[src/hdl/btr_pkg.sv]
`default_nettype none
// ----------------------------------------------------------------------------
// btr_pkg
// Shared types, constants and glyph lookup for the bitmap text generator.
// ----------------------------------------------------------------------------
package btr_pkg;

  localparam int GLYPH_COUNT        = 48;
  localparam int GAP_COLUMNS_DEF    = 1;
  localparam int QUEUE_DEPTH_DEF    = 2;
  localparam int CELLS              = 16;
  localparam int SCALE_MAX          = 16;

  // register indexes of the configuration port
  localparam logic [1:0] REG_PIXEL_SCALE  = 2'd0;
  localparam logic [1:0] REG_INK_COLOUR   = 2'd1;
  localparam logic [1:0] REG_PAPER_COLOUR = 2'd2;

  localparam logic [4:0]  PIXEL_SCALE_RST  = 5'd1;
  localparam logic [15:0] INK_COLOUR_RST   = 16'hFFFF;
  localparam logic [15:0] PAPER_COLOUR_RST = 16'h0000;

  // bit 15 is the top-left cell, row-major
  localparam logic [15:0] GLYPH_ROM [GLYPH_COUNT] = '{
    16'h7DFD, 16'hEBDF, 16'h7CCF, 16'hEDDE, 16'hFECF,
    16'hFECC, 16'h7CDF, 16'hDFFD, 16'hF66F, 16'hF3BF,
    16'hDEED, 16'hCCCF, 16'hFB99, 16'hDDBB, 16'h7DDF,
    16'hFDFC, 16'h6AAF, 16'hFDED, 16'hFC3F, 16'hF666,
    16'hDDD7, 16'h99B6, 16'h99BF, 16'hDE7B, 16'hDF66,
    16'hF3CF, 16'h7DDF, 16'hE66F, 16'hF3EF, 16'hF13F,
    16'hDDF1, 16'hFC7F, 16'h8F9F, 16'hF366, 16'h7DBE,
    16'hF9F1, 16'h0002, 16'h2200, 16'h5500, 16'hF302,
    16'h6606, 16'hC88C, 16'h3113, 16'h04E4, 16'h00E0,
    16'h2020, 16'h8226, 16'h0000
  };

  typedef struct packed {
    logic [7:0]  char_code;
    logic        start_of_string;
    logic [15:0] origin_x;
    logic [15:0] origin_y;
  } char_word_t;

  typedef struct packed {
    logic [15:0] rect_x;
    logic [15:0] rect_y;
    logic [4:0]  rect_side;
    logic [15:0] fill_colour;
    logic        last_of_glyph;
  } rect_word_t;

  // one glyph waiting to be drawn
  typedef struct packed {
    logic [15:0] x;
    logic [15:0] y;
    logic [15:0] glyph;
  } glyph_job_t;

  typedef struct packed {
    logic [4:0]  side;
    logic [15:0] ink;
    logic [15:0] paper;
  } draw_cfg_t;

  // clamp scale into 1..16
  function automatic logic [4:0] eff_scale(input logic [4:0] scale);
    logic [4:0] s;
    if (scale == 5'd0) begin
      s = 5'd1;
    end else if (scale > 5'(SCALE_MAX)) begin
      s = 5'(SCALE_MAX);
    end else begin
      s = scale;
    end
    return s;
  endfunction

  // map a character code to its glyph; unknown codes draw as 'a'
  function automatic logic [15:0] glyph_lookup(input logic [7:0] code);
    logic [5:0] idx;
    idx = 6'd0;
    if (code >= 8'h61 && code <= 8'h7A) begin
      idx = 6'(code - 8'h61);
    end else if (code >= 8'h30 && code <= 8'h39) begin
      idx = 6'(code - 8'h30 + 8'd26);
    end else begin
      case (code)
        8'h2E:   idx = 6'd36;
        8'h27:   idx = 6'd37;
        8'h22:   idx = 6'd38;
        8'h3F:   idx = 6'd39;
        8'h21:   idx = 6'd40;
        8'h5B:   idx = 6'd41;
        8'h5D:   idx = 6'd42;
        8'h2B:   idx = 6'd43;
        8'h2D:   idx = 6'd44;
        8'h3A:   idx = 6'd45;
        8'h3B:   idx = 6'd46;
        8'h20:   idx = 6'd47;
        default: idx = 6'd0;
      endcase
    end
    return GLYPH_ROM[idx];
  endfunction

endpackage
`default_nettype wire

[src/hdl/btr_front.sv]
`default_nettype none
// ----------------------------------------------------------------------------
// btr_front
// Accepts character words, tracks the pen and queues non-blank glyphs.
// ----------------------------------------------------------------------------
module btr_front #(
  parameter int GAP_COLUMNS = btr_pkg::GAP_COLUMNS_DEF
) (
  input  wire                    clk,
  input  wire                    rst,
  input  wire                    chr_valid,
  output logic                   chr_ready,
  input  btr_pkg::char_word_t    chr,
  input  wire [4:0]              side,
  input  wire                    q_full,
  output logic                   q_push,
  output btr_pkg::glyph_job_t    q_job
);
  import btr_pkg::*;

  localparam logic [15:0] ADVANCE = 16'(4 + GAP_COLUMNS);

  logic [15:0] pen_x;
  logic [15:0] pen_y;
  logic [15:0] start_x;
  logic [15:0] start_y;
  logic [15:0] glyph;
  logic        accept;

  assign chr_ready = !q_full;
  assign accept    = chr_valid && chr_ready;

  always_comb begin
    start_x = chr.start_of_string ? chr.origin_x : pen_x;
    start_y = chr.start_of_string ? chr.origin_y : pen_y;
    glyph   = glyph_lookup(chr.char_code);
  end

  // blank glyphs move the pen but emit nothing
  assign q_push      = accept && (glyph != 16'd0);
  assign q_job.x     = start_x;
  assign q_job.y     = start_y;
  assign q_job.glyph = glyph;

  always_ff @(posedge clk) begin
    if (rst) begin
      pen_x <= 16'd0;
      pen_y <= 16'd0;
    end else if (accept) begin
      pen_x <= start_x + 16'(ADVANCE * {11'd0, side});
      pen_y <= start_y;
    end
  end

endmodule
`default_nettype wire

[src/hdl/btr_queue.sv]
`default_nettype none
// ----------------------------------------------------------------------------
// btr_queue
// Small FIFO of glyph jobs between front and back.
// ----------------------------------------------------------------------------
module btr_queue #(
  parameter int DEPTH = btr_pkg::QUEUE_DEPTH_DEF
) (
  input  wire                    clk,
  input  wire                    rst,
  input  wire                    push,
  input  btr_pkg::glyph_job_t    push_job,
  input  wire                    pop,
  output logic                   full,
  output logic                   not_empty,
  output btr_pkg::glyph_job_t    head
);
  import btr_pkg::*;

  localparam int PTR_W = (DEPTH > 1) ? $clog2(DEPTH) : 1;
  localparam int CNT_W = $clog2(DEPTH + 1);

  glyph_job_t       mem [DEPTH];
  logic [PTR_W-1:0] wr_ptr;
  logic [PTR_W-1:0] rd_ptr;
  logic [CNT_W-1:0] count;

  assign full      = (count == CNT_W'(DEPTH));
  assign not_empty = (count != '0);
  assign head      = mem[rd_ptr];

  always_ff @(posedge clk) begin
    if (push) begin
      mem[wr_ptr] <= push_job;
    end
  end

  always_ff @(posedge clk) begin
    if (rst) begin
      wr_ptr <= '0;
      rd_ptr <= '0;
      count  <= '0;
    end else begin
      if (push) begin
        wr_ptr <= (wr_ptr == PTR_W'(DEPTH - 1)) ? '0 : wr_ptr + 1'b1;
      end
      if (pop) begin
        rd_ptr <= (rd_ptr == PTR_W'(DEPTH - 1)) ? '0 : rd_ptr + 1'b1;
      end
      if (push && !pop) begin
        count <= count + 1'b1;
      end else if (pop && !push) begin
        count <= count - 1'b1;
      end
    end
  end

endmodule
`default_nettype wire

[src/hdl/btr_back.sv]
`default_nettype none
// ----------------------------------------------------------------------------
// btr_back
// Expands one glyph job into sixteen squares, one per cycle while the output is ready.
// ----------------------------------------------------------------------------
module btr_back (
  input  wire                    clk,
  input  wire                    rst,
  input  btr_pkg::draw_cfg_t     cfg,
  input  wire                    q_not_empty,
  input  btr_pkg::glyph_job_t    q_head,
  output logic                   q_pop,
  output logic                   rect_valid,
  input  wire                    rect_ready,
  output btr_pkg::rect_word_t    rect
);
  import btr_pkg::*;

  logic        active;
  logic [3:0]  cell_idx;
  logic [15:0] glyph;
  logic [15:0] base_x;
  logic [15:0] col_x;
  logic [15:0] row_y;
  logic        can_emit;
  logic        emit;
  logic        last_cell;

  assign can_emit  = !rect_valid || rect_ready;
  assign emit      = can_emit && active;
  assign last_cell = (cell_idx == 4'(CELLS - 1));
  // load the next job when idle, or right behind the final square
  assign q_pop     = q_not_empty && (!active || (emit && last_cell));

  always_ff @(posedge clk) begin
    if (rst) begin
      active     <= 1'b0;
      rect_valid <= 1'b0;
      cell_idx   <= 4'd0;
    end else begin
      if (emit) begin
        rect_valid <= 1'b1;
        // wraps to zero after the final square
        cell_idx   <= cell_idx + 4'd1;
        if (last_cell) begin
          active <= q_pop;
        end
      end else begin
        if (rect_ready) begin
          rect_valid <= 1'b0;
        end
        if (q_pop) begin
          active   <= 1'b1;
          cell_idx <= 4'd0;
        end
      end
    end
  end

  always_ff @(posedge clk) begin
    if (emit) begin
      rect.rect_x        <= col_x;
      rect.rect_y        <= row_y;
      rect.rect_side     <= cfg.side;
      rect.fill_colour   <= glyph[4'd15 - cell_idx] ? cfg.ink : cfg.paper;
      rect.last_of_glyph <= last_cell;
    end
    if (q_pop) begin
      glyph  <= q_head.glyph;
      base_x <= q_head.x;
      col_x  <= q_head.x;
      row_y  <= q_head.y;
    end else if (emit) begin
      // step right, or wrap to the start of the next row
      if (cell_idx[1:0] == 2'd3) begin
        col_x <= base_x;
        row_y <= row_y + {11'd0, cfg.side};
      end else begin
        col_x <= col_x + {11'd0, cfg.side};
      end
    end
  end

endmodule
`default_nettype wire

[src/hdl/bitmap_text_to_rect_generator.sv]
`default_nettype none
// ----------------------------------------------------------------------------
// bitmap_text_to_rect_generator
// 4x4 bitmap font character generator emitting filled squares.
// ----------------------------------------------------------------------------
// Each accepted character word is looked up in a 48-glyph font and drawn as
// sixteen squares in row-major order, one square word per cycle while the
// output is ready, counted by the single cell counter of the drawing stage.
// A blank glyph moves the pen and emits nothing. The front end tracks the
// pen and runs up to QUEUE_DEPTH glyphs ahead of drawing. Configuration
// registers: 0 pixel scale (0 acts as 1, above 16 acts as 16), 1 ink colour,
// 2 paper colour; write them only while the block is idle.
module bitmap_text_to_rect_generator #(
  parameter int GAP_COLUMNS = btr_pkg::GAP_COLUMNS_DEF,
  parameter int QUEUE_DEPTH = btr_pkg::QUEUE_DEPTH_DEF
) (
  input  wire                    clk,
  input  wire                    rst,
  input  wire                    cfg_we,
  input  wire [1:0]              cfg_index,
  input  wire [15:0]             cfg_data,
  input  wire                    chr_valid,
  output logic                   chr_ready,
  input  btr_pkg::char_word_t    chr,
  output logic                   rect_valid,
  input  wire                    rect_ready,
  output btr_pkg::rect_word_t    rect
);
  import btr_pkg::*;

  logic [4:0]  pixel_scale;
  logic [15:0] ink_colour;
  logic [15:0] paper_colour;
  draw_cfg_t   cfg;

  logic        q_push;
  logic        q_pop;
  logic        q_full;
  logic        q_not_empty;
  glyph_job_t  q_job;
  glyph_job_t  q_head;

  always_ff @(posedge clk) begin
    if (rst) begin
      pixel_scale  <= PIXEL_SCALE_RST;
      ink_colour   <= INK_COLOUR_RST;
      paper_colour <= PAPER_COLOUR_RST;
    end else if (cfg_we) begin
      unique case (cfg_index)
        REG_PIXEL_SCALE:  pixel_scale  <= cfg_data[4:0];
        REG_INK_COLOUR:   ink_colour   <= cfg_data;
        REG_PAPER_COLOUR: paper_colour <= cfg_data;
        default: ;
      endcase
    end
  end

  assign cfg.side  = eff_scale(pixel_scale);
  assign cfg.ink   = ink_colour;
  assign cfg.paper = paper_colour;

  btr_front #(
    .GAP_COLUMNS (GAP_COLUMNS)
  ) u_front (
    .clk       (clk),
    .rst       (rst),
    .chr_valid (chr_valid),
    .chr_ready (chr_ready),
    .chr       (chr),
    .side      (cfg.side),
    .q_full    (q_full),
    .q_push    (q_push),
    .q_job     (q_job)
  );

  btr_queue #(
    .DEPTH (QUEUE_DEPTH)
  ) u_queue (
    .clk       (clk),
    .rst       (rst),
    .push      (q_push),
    .push_job  (q_job),
    .pop       (q_pop),
    .full      (q_full),
    .not_empty (q_not_empty),
    .head      (q_head)
  );

  btr_back u_back (
    .clk         (clk),
    .rst         (rst),
    .cfg         (cfg),
    .q_not_empty (q_not_empty),
    .q_head      (q_head),
    .q_pop       (q_pop),
    .rect_valid  (rect_valid),
    .rect_ready  (rect_ready),
    .rect        (rect)
  );

endmodule
`default_nettype wire

[config.mk]
export PLATFORM = sky130hd
export DESIGN_NAME = bitmap_text_to_rect_generator
export DESIGN_NICKNAME = d
export VERILOG_FILES = /design/src/hdl/btr_pkg.sv /design/src/hdl/btr_front.sv /design/src/hdl/btr_queue.sv /design/src/hdl/btr_back.sv /design/src/hdl/bitmap_text_to_rect_generator.sv
export SDC_FILE = /design/constraint.sdc
export NUM_CORES = 1
export LEC_CHECK = 0
export BUFFER_PORTS_ARGS = -buffer_cell sky130_fd_sc_hd__buf_2
export CAP_MARGIN = 20
export CELL_PAD_IN_SITES_DETAIL_PLACEMENT = 1
export CELL_PAD_IN_SITES_GLOBAL_PLACEMENT = 1
export CORE_MARGIN = 8
export CORE_UTILIZATION = 44
export DETAILED_ROUTE_END_ITERATION = 12
export PLACE_DENSITY = 0.77
export RECOVER_POWER = 25
export SYNTH_ARGS = -nofsm -noshare
export SYNTH_HDL_FRONTEND = slang
export SYNTH_SLANG_ARGS = --single-unit
[constraint.sdc]
create_clock -name clk -period 8.6 [get_ports clk]
set_input_delay 1.29 -clock clk [delete_from_list [all_inputs] [get_ports clk]]
set_output_delay 1.29 -clock clk [all_outputs]
set_load 0.01 [all_outputs]
=== Word level (Yosys, flattened, before mapping) ===
Memory sizes are Yosys's and may differ from the RTL's. A register that Yosys moved wholly into a read port is not among the register bits.
Cells that the tools add are included.

* Memories kept: 2
* Bits in writable memories: 96
* Word-level logic and storage cells: 123
* Bits in registers: 197
* Input port bits: 64
* Memory bits (read-only): 1024
* Output and inout bits: 56

* Multiplexer cells: 33
* Add/sub/neg operators: 12
* Multipliers: 1
* Equality and inequality tests: 18
* $lt $le $gt $ge: 7
* Reductions and logical operators: 29
* Bitwise operators: 1

{| class="wikitable"
|+ Memories
! memory !! depth !! width !! rd ports !! clocked after memory_dff !! wr ports !! line !! RTL
|-
| (no name shown) || 64 || 16 || 1 || 0 || 0 || btr_pkg.sv:103 || <nowiki>return GLYPH_ROM[idx];</nowiki>
|-
| u_queue.mem || 2 || 48 || 1 || 1 || 1 || btr_queue.sv:23 || <nowiki>glyph_job_t mem [DEPTH];</nowiki>
|}

{| class="wikitable"
|+ Operator list
! cell !! number
|-
| $mux 16 || 11
|-
| $eq 8x6->1 const B || 10
|-
| $pmux 6 s12 || 1
|-
| $add 16x5->16 || 2
|-
| $add 16x8->16 || 1
|-
| $eq 8x7->1 const B || 2
|-
| $reduce_bool 16->1 || 1
|-
| $mux 1 || 12
|-
| $mux 6 || 2
|-
| $sub 6x6->6 const B || 2
|-
| $mux 5 || 2
|-
| $reduce_and 2->1 || 5
|-
| $reduce_bool 2->1 || 5
|-
| $logic_and 1x1->1 || 9
|-
| $ge 8x6->1 const B || 1
|-
| $ge 8x7->1 const B || 1
|-
| $le 8x6->1 const B || 1
|-
| $le 8x7->1 const B || 1
|-
| $mul 3x5->8 const A || 1
|-
| $mux 4 || 2
|-
| $ge 7x7->1 const B || 1
|-
| $not 6->7 || 1
|-
| $add 6x5->6 const B || 1
|-
| $eq 2x2->1 const B || 3
|-
| 16 further kinds || 23
|}

=== Logic depth before layout (Yosys ltp) ===
* Depth after elaboration: 14
* Depth in mapped cells: 23
* Gate-level depth less buffers: 19

=== Cells and area by module ===
A second synthesis with hierarchy kept.

* Cell total of the unflattened synthesis: 1258
* Area, all modules: 14696.6 um2

{| class="wikitable"
|+ By module, submodules not included
! module !! cells an instance !! sequential area each (um2) !! instances !! area an instance (um2)
|-
| btr_back || 383 || 3663.5 || 1 || 5481.5
|-
| btr_front || 539 || 640.6 || 1 || 3930.0
|-
| btr_queue || 171 || 2982.9 || 1 || 3673.5
|-
| bitmap_text_to_rect_generator || 165 || 740.7 || 1 || 1611.5
|}

=== Least setup slack after synthesis ===
Ideal clock, no wire load.

* Kind: in2reg
* From: in chr[35] (netlist bit)
* To: mem u_queue.mem[0][0] (netlist bit) (enable)
* Library setup time: 0.526 ns
* Stages on the path: 17
* Required time: 8.074 ns
* Path slack: -0.044 ns
* Arrival: 8.118 ns
* Path buffers: 3
* Cell sequence: buf_6 > buf_2 > inv_1 > ha_1 > nor2b_1 > o311ai_2 > nor2_2 > o31ai_2 > ha_1 > clkbuf_1 > o21ai_0 > a211oi_1 > o221ai_1 > a32oi_1 > nor3_1 > and2_1 > a211oi_1

{| class="wikitable"
|+ RTL lines
! element !! line !! RTL
|-
| start: declaration || bitmap_text_to_rect_generator.sv:24 || <nowiki>input btr_pkg::char_word_t chr,</nowiki>
|-
| end: declaration || btr_queue.sv:23 ||
|}

==> impl_metrics.tcl <==
set metrics [dict create \
    status "finished, violations left" \
    postSynthCellCount 1288 \
    initial_core_util_pct 44.7 \
    power.density_nw_per_um2 299 \
    die_y_um 198 \
    ys_seq_elements 294 \
    crit_top_cell "ha_1" \
    cts-root-buf "clkbuf_16" \
    cp-start-kind "input port" \
    stdcell_area_um2 16700 \
    crit_buf_inv 5 \
    hpwlAfterDp_um 25700 \
    drt-initial-drc-count 659 \
    cts_resized 0 \
    grt_max_degree 83 \
    finalMaxSlewViolations 225 \
    clk_pin_slew_ns 0.06 \
    gp_congestion 0.907 \
    async_flop_share_pct 0 \
    cp_data_required_time_ns 9.02 \
    vias 10300 \
    syn_avg_cell_area_um2 11.3 \
    violations "max-capacitance violations, max-slew violations" \
    worstMarginPinSlew_ns 3.92 \
    io_buffers 119 \
    die_x_um 198 \
    synth_edf_count 214 \
    p_total_mw 4.99 \
    cts_setup_buffers 0 \
    htreeDepth 1 \
    post_dp_cell_area_um2 15600 \
    crit_type "input port to register" \
    cts_tree "yes" \
    setup_tns_ns 0 \
    clockBufferDepth 3 \
    drtPass1Iterations 5 \
    synthToLayoutAreaGrowth_pct 14.6 \
    ant_nets 0 \
    end_kind "register" \
    wirelength_um 38000 \
    synth_seq_area_share_pct 55.1 \
    vias_per_cell 5.57 \
    use_met1_pct 24.7 \
    max_clock_freq_ghz 0.158 \
    synthDistinctLibCells 85 \
    hp-class "register to register" \
    grt_pass1_wl_um 60200 \
    cts.sinks 294 \
    crit_family "compound AO/OA/AOI/OAI gates" \
    hold_buffers 0 \
    fill_cells 3473 \
    routedWlPerCell_um 20.6 \
    final_nets 1494 \
    cap_viol_max_count 4 \
    finalHoldViolCount 0 \
    grtUsageMet3_pct 2.09 \
    yosys_warnings 0 \
    crit_chain "buf_2, inv_1, ha_1, nor2b_1, o311ai_2, nor2_2, o31ai_2, inv_2, ha_1, inv_1, mux2i_1, o211ai_1, o211ai_1, or4_4, nor4_1, buf_2, a21oi_1, ha_1, or3_1, a21oi_1" \
    numCtsBuffers 30 \
    grt_use_total_pct 19.1 \
    relSlewSlack_pct -161 \
    post-route-min-period_ns 6.34 \
    clock_latency_ns 0.56 \
    cpPeakStageDelay_ns 0.67 \
    rsz0062_at_grt "no" \
    leakage_nw 6.17 \
    cpMaxStageDelayCell "o31ai_2" \
    overflow 0 \
    synth_area_um2 14600 \
    core_um2 32600 \
    peakVddDrop_uv 169 \
    rows 66 \
    grt.busiest_layer "met2" \
    setup_viol_count_final 0 \
    grt_pass1_vias 10700 \
    clock-skew-final_ns 0.0255 \
    antenna_found_initial 0 \
    dieArea_um2 39200 \
    num_io_pins 120 \
    cp.arrival_ns 6.76 \
    final.period_utilization_pct 73.8 \
    antenna_cells 0 \
    drc 0 \
    crit_fanout 21 \
    use_met2_pct 33.4 \
    synth_nets 1399 \
    ys.flop_type "edfxtp_1" \
    drive_above_1_share_pct 19.1 \
]
## flip-flops by register name, indices dropped and copies added (netlist names), named ones only
name,cells
u_front.pen_x,16
ink_colour,16
pixel_scale,5
u_back.active,1
u_queue.wr_ptr,1
u_back.row_y,16
paper_colour,16
u_back.glyph,16
u_back.rect_valid,1
u_back.col_x,16
u_queue.mem,96
u_queue.rd_ptr,1
u_queue.count,2
u_back.base_x,16
u_front.pen_y,16
u_back.rect,54
u_back.cell_idx,4
## worst reg2reg max path, stage by stage, from the launching register on
cell,delay (ns)
dfxtp_1,0.75
nand2b_1,0.41
inv_1,0.24
ha_1,0.34
inv_1,0.05
fa_1,0.51
inv_1,0.04
ha_1,0.33
a21oi_1,0.10
o21bai_1,0.21
a21oi_1,0.13
o21bai_1,0.20
a21oi_1,0.15
nor3_1,0.30
and3_1,0.29
nand3_1,0.10
nand3_1,0.09
a21oi_1,0.06
## where the power goes
group	switching (mW)	internal [mW]	leakage (nW)
Sequential	0.157	2.05	2.65
Combinational	0.814	0.486	2.96
Clock	0.539	0.945	0.560
## worst paths after layout
kind	from	to	slack (ns)	depth (start not counted)
min	u_back.col_x[0]$_DFFE_PP_	u_back.rect[38]$_DFFE_PP_	0.45	0
max reg2reg	pixel_scale[4]$_SDFFE_PP0P_	u_front.pen_x[15]$_SDFFE_PP0P_	3.97	17
max	chr[35]	u_queue.count[1]$_SDFFE_PP0P_	2.26	20
min reg2reg	u_back.col_x[0]$_DFFE_PP_	u_back.rect[38]$_DFFE_PP_	0.45	0
## cell usage after synthesis (all sizes together), types with 11 or more instances
master / n / area share [%]
edfxtp: 214 / 44
nand2: 186 / 4.8
a21oi: 105 / 3.6
dfxtp: 80 / 11
mux2: 78 / 6.1
nor2: 70 / 1.8
clkbuf: 58 / 1.5
ha: 42 / 3.6
o21ai: 40 / 1.4
inv: 36 / 0.93
mux2i: 32 / 2.2
nand3b: 25 / 1.3
xnor2: 24 / 1.4
buf: 20 / 0.88
nor3: 20 / 0.69
xor2: 20 / 1.2
nand3: 19 / 0.69
o211ai: 15 / 0.77
a211oi: 14 / 0.76
nor2b: 14 / 0.60
a21o: 11 / 0.57
## logic make-up (layout without fill, tap and decap cells)
family                     after synthesis  after routing  share of synthesized area (%)
muxes                                  115            115                           9.02
DFF                                    294            294                           55.1
xor gates and xnor gates                44             44                           2.64
adders and majority gates               47             47                           4.29
buffers and inverters                  114            233                           3.30
AOI/OAI and AO/OA                      280            280                           12.8
and+or+nand+nor                        394            394                           12.9
## placed cells by master, fill, tap and decap left out, drive strengths merged, types with 7 or more instances in the layout
| master | n |
|---|---|
| and3 | 7 |
| nor3 | 20 |
| and2 | 9 |
| buf | 135 |
| xor2 | 20 |
| bufinv | 10 |
| mux2i | 32 |
| clkbuf | 42 |
| a211oi | 14 |
| dfxtp | 80 |
| nor2b | 14 |
| xnor2 | 24 |
| o211ai | 15 |
| ha | 42 |
| a21oi | 105 |
| clkinv | 10 |
| a21o | 11 |
| o21bai | 7 |
| nand3b | 25 |
| nand3 | 19 |
| o21ai | 40 |
| o21a | 9 |
| nor2 | 70 |
| nand2 | 186 |
| o22ai | 8 |
| mux2 | 78 |
| a31oi | 8 |
| edfxtp | 214 |
| inv | 36 |
## layout make-up
cell class | count | area (µm²) | area share (%)
Timing Repair Buffer | 141 | 742 | 4.44
Sequential cell | 294 | 8030 | 48.1
Multi-Input combinational cell | 880 | 6100 | 36.5
Clock buffer | 36 | 773 | 4.63
Tap cell | 442 | 553 | 3.31
Inverter | 36 | 135 | 0.809
Clock inverter | 20 | 377 | 2.25
## per-layer routing
metal / wire length, µm / part of all wire (%)
met1: 16400 / 43
met2: 19100 / 50
met3: 1560 / 4.1
met4: 978 / 2.6
met5: 0 / 0
## stage by stage
step	utilization (%)	instances	worst slack (ns)	hold WS, ns
CTS	51.2	1847	1.81	0.438
floorplan	-	1288	-0.0443	0.429
detailed placement	47.7	1791	1.28	0.446
finish	51.2	1849	2.26	0.450
global placement	47.7	1791	1.59	0.436
global route	51.2	1849	1.82	0.464
Note: power is estimated with default switching activity, not from simulation.
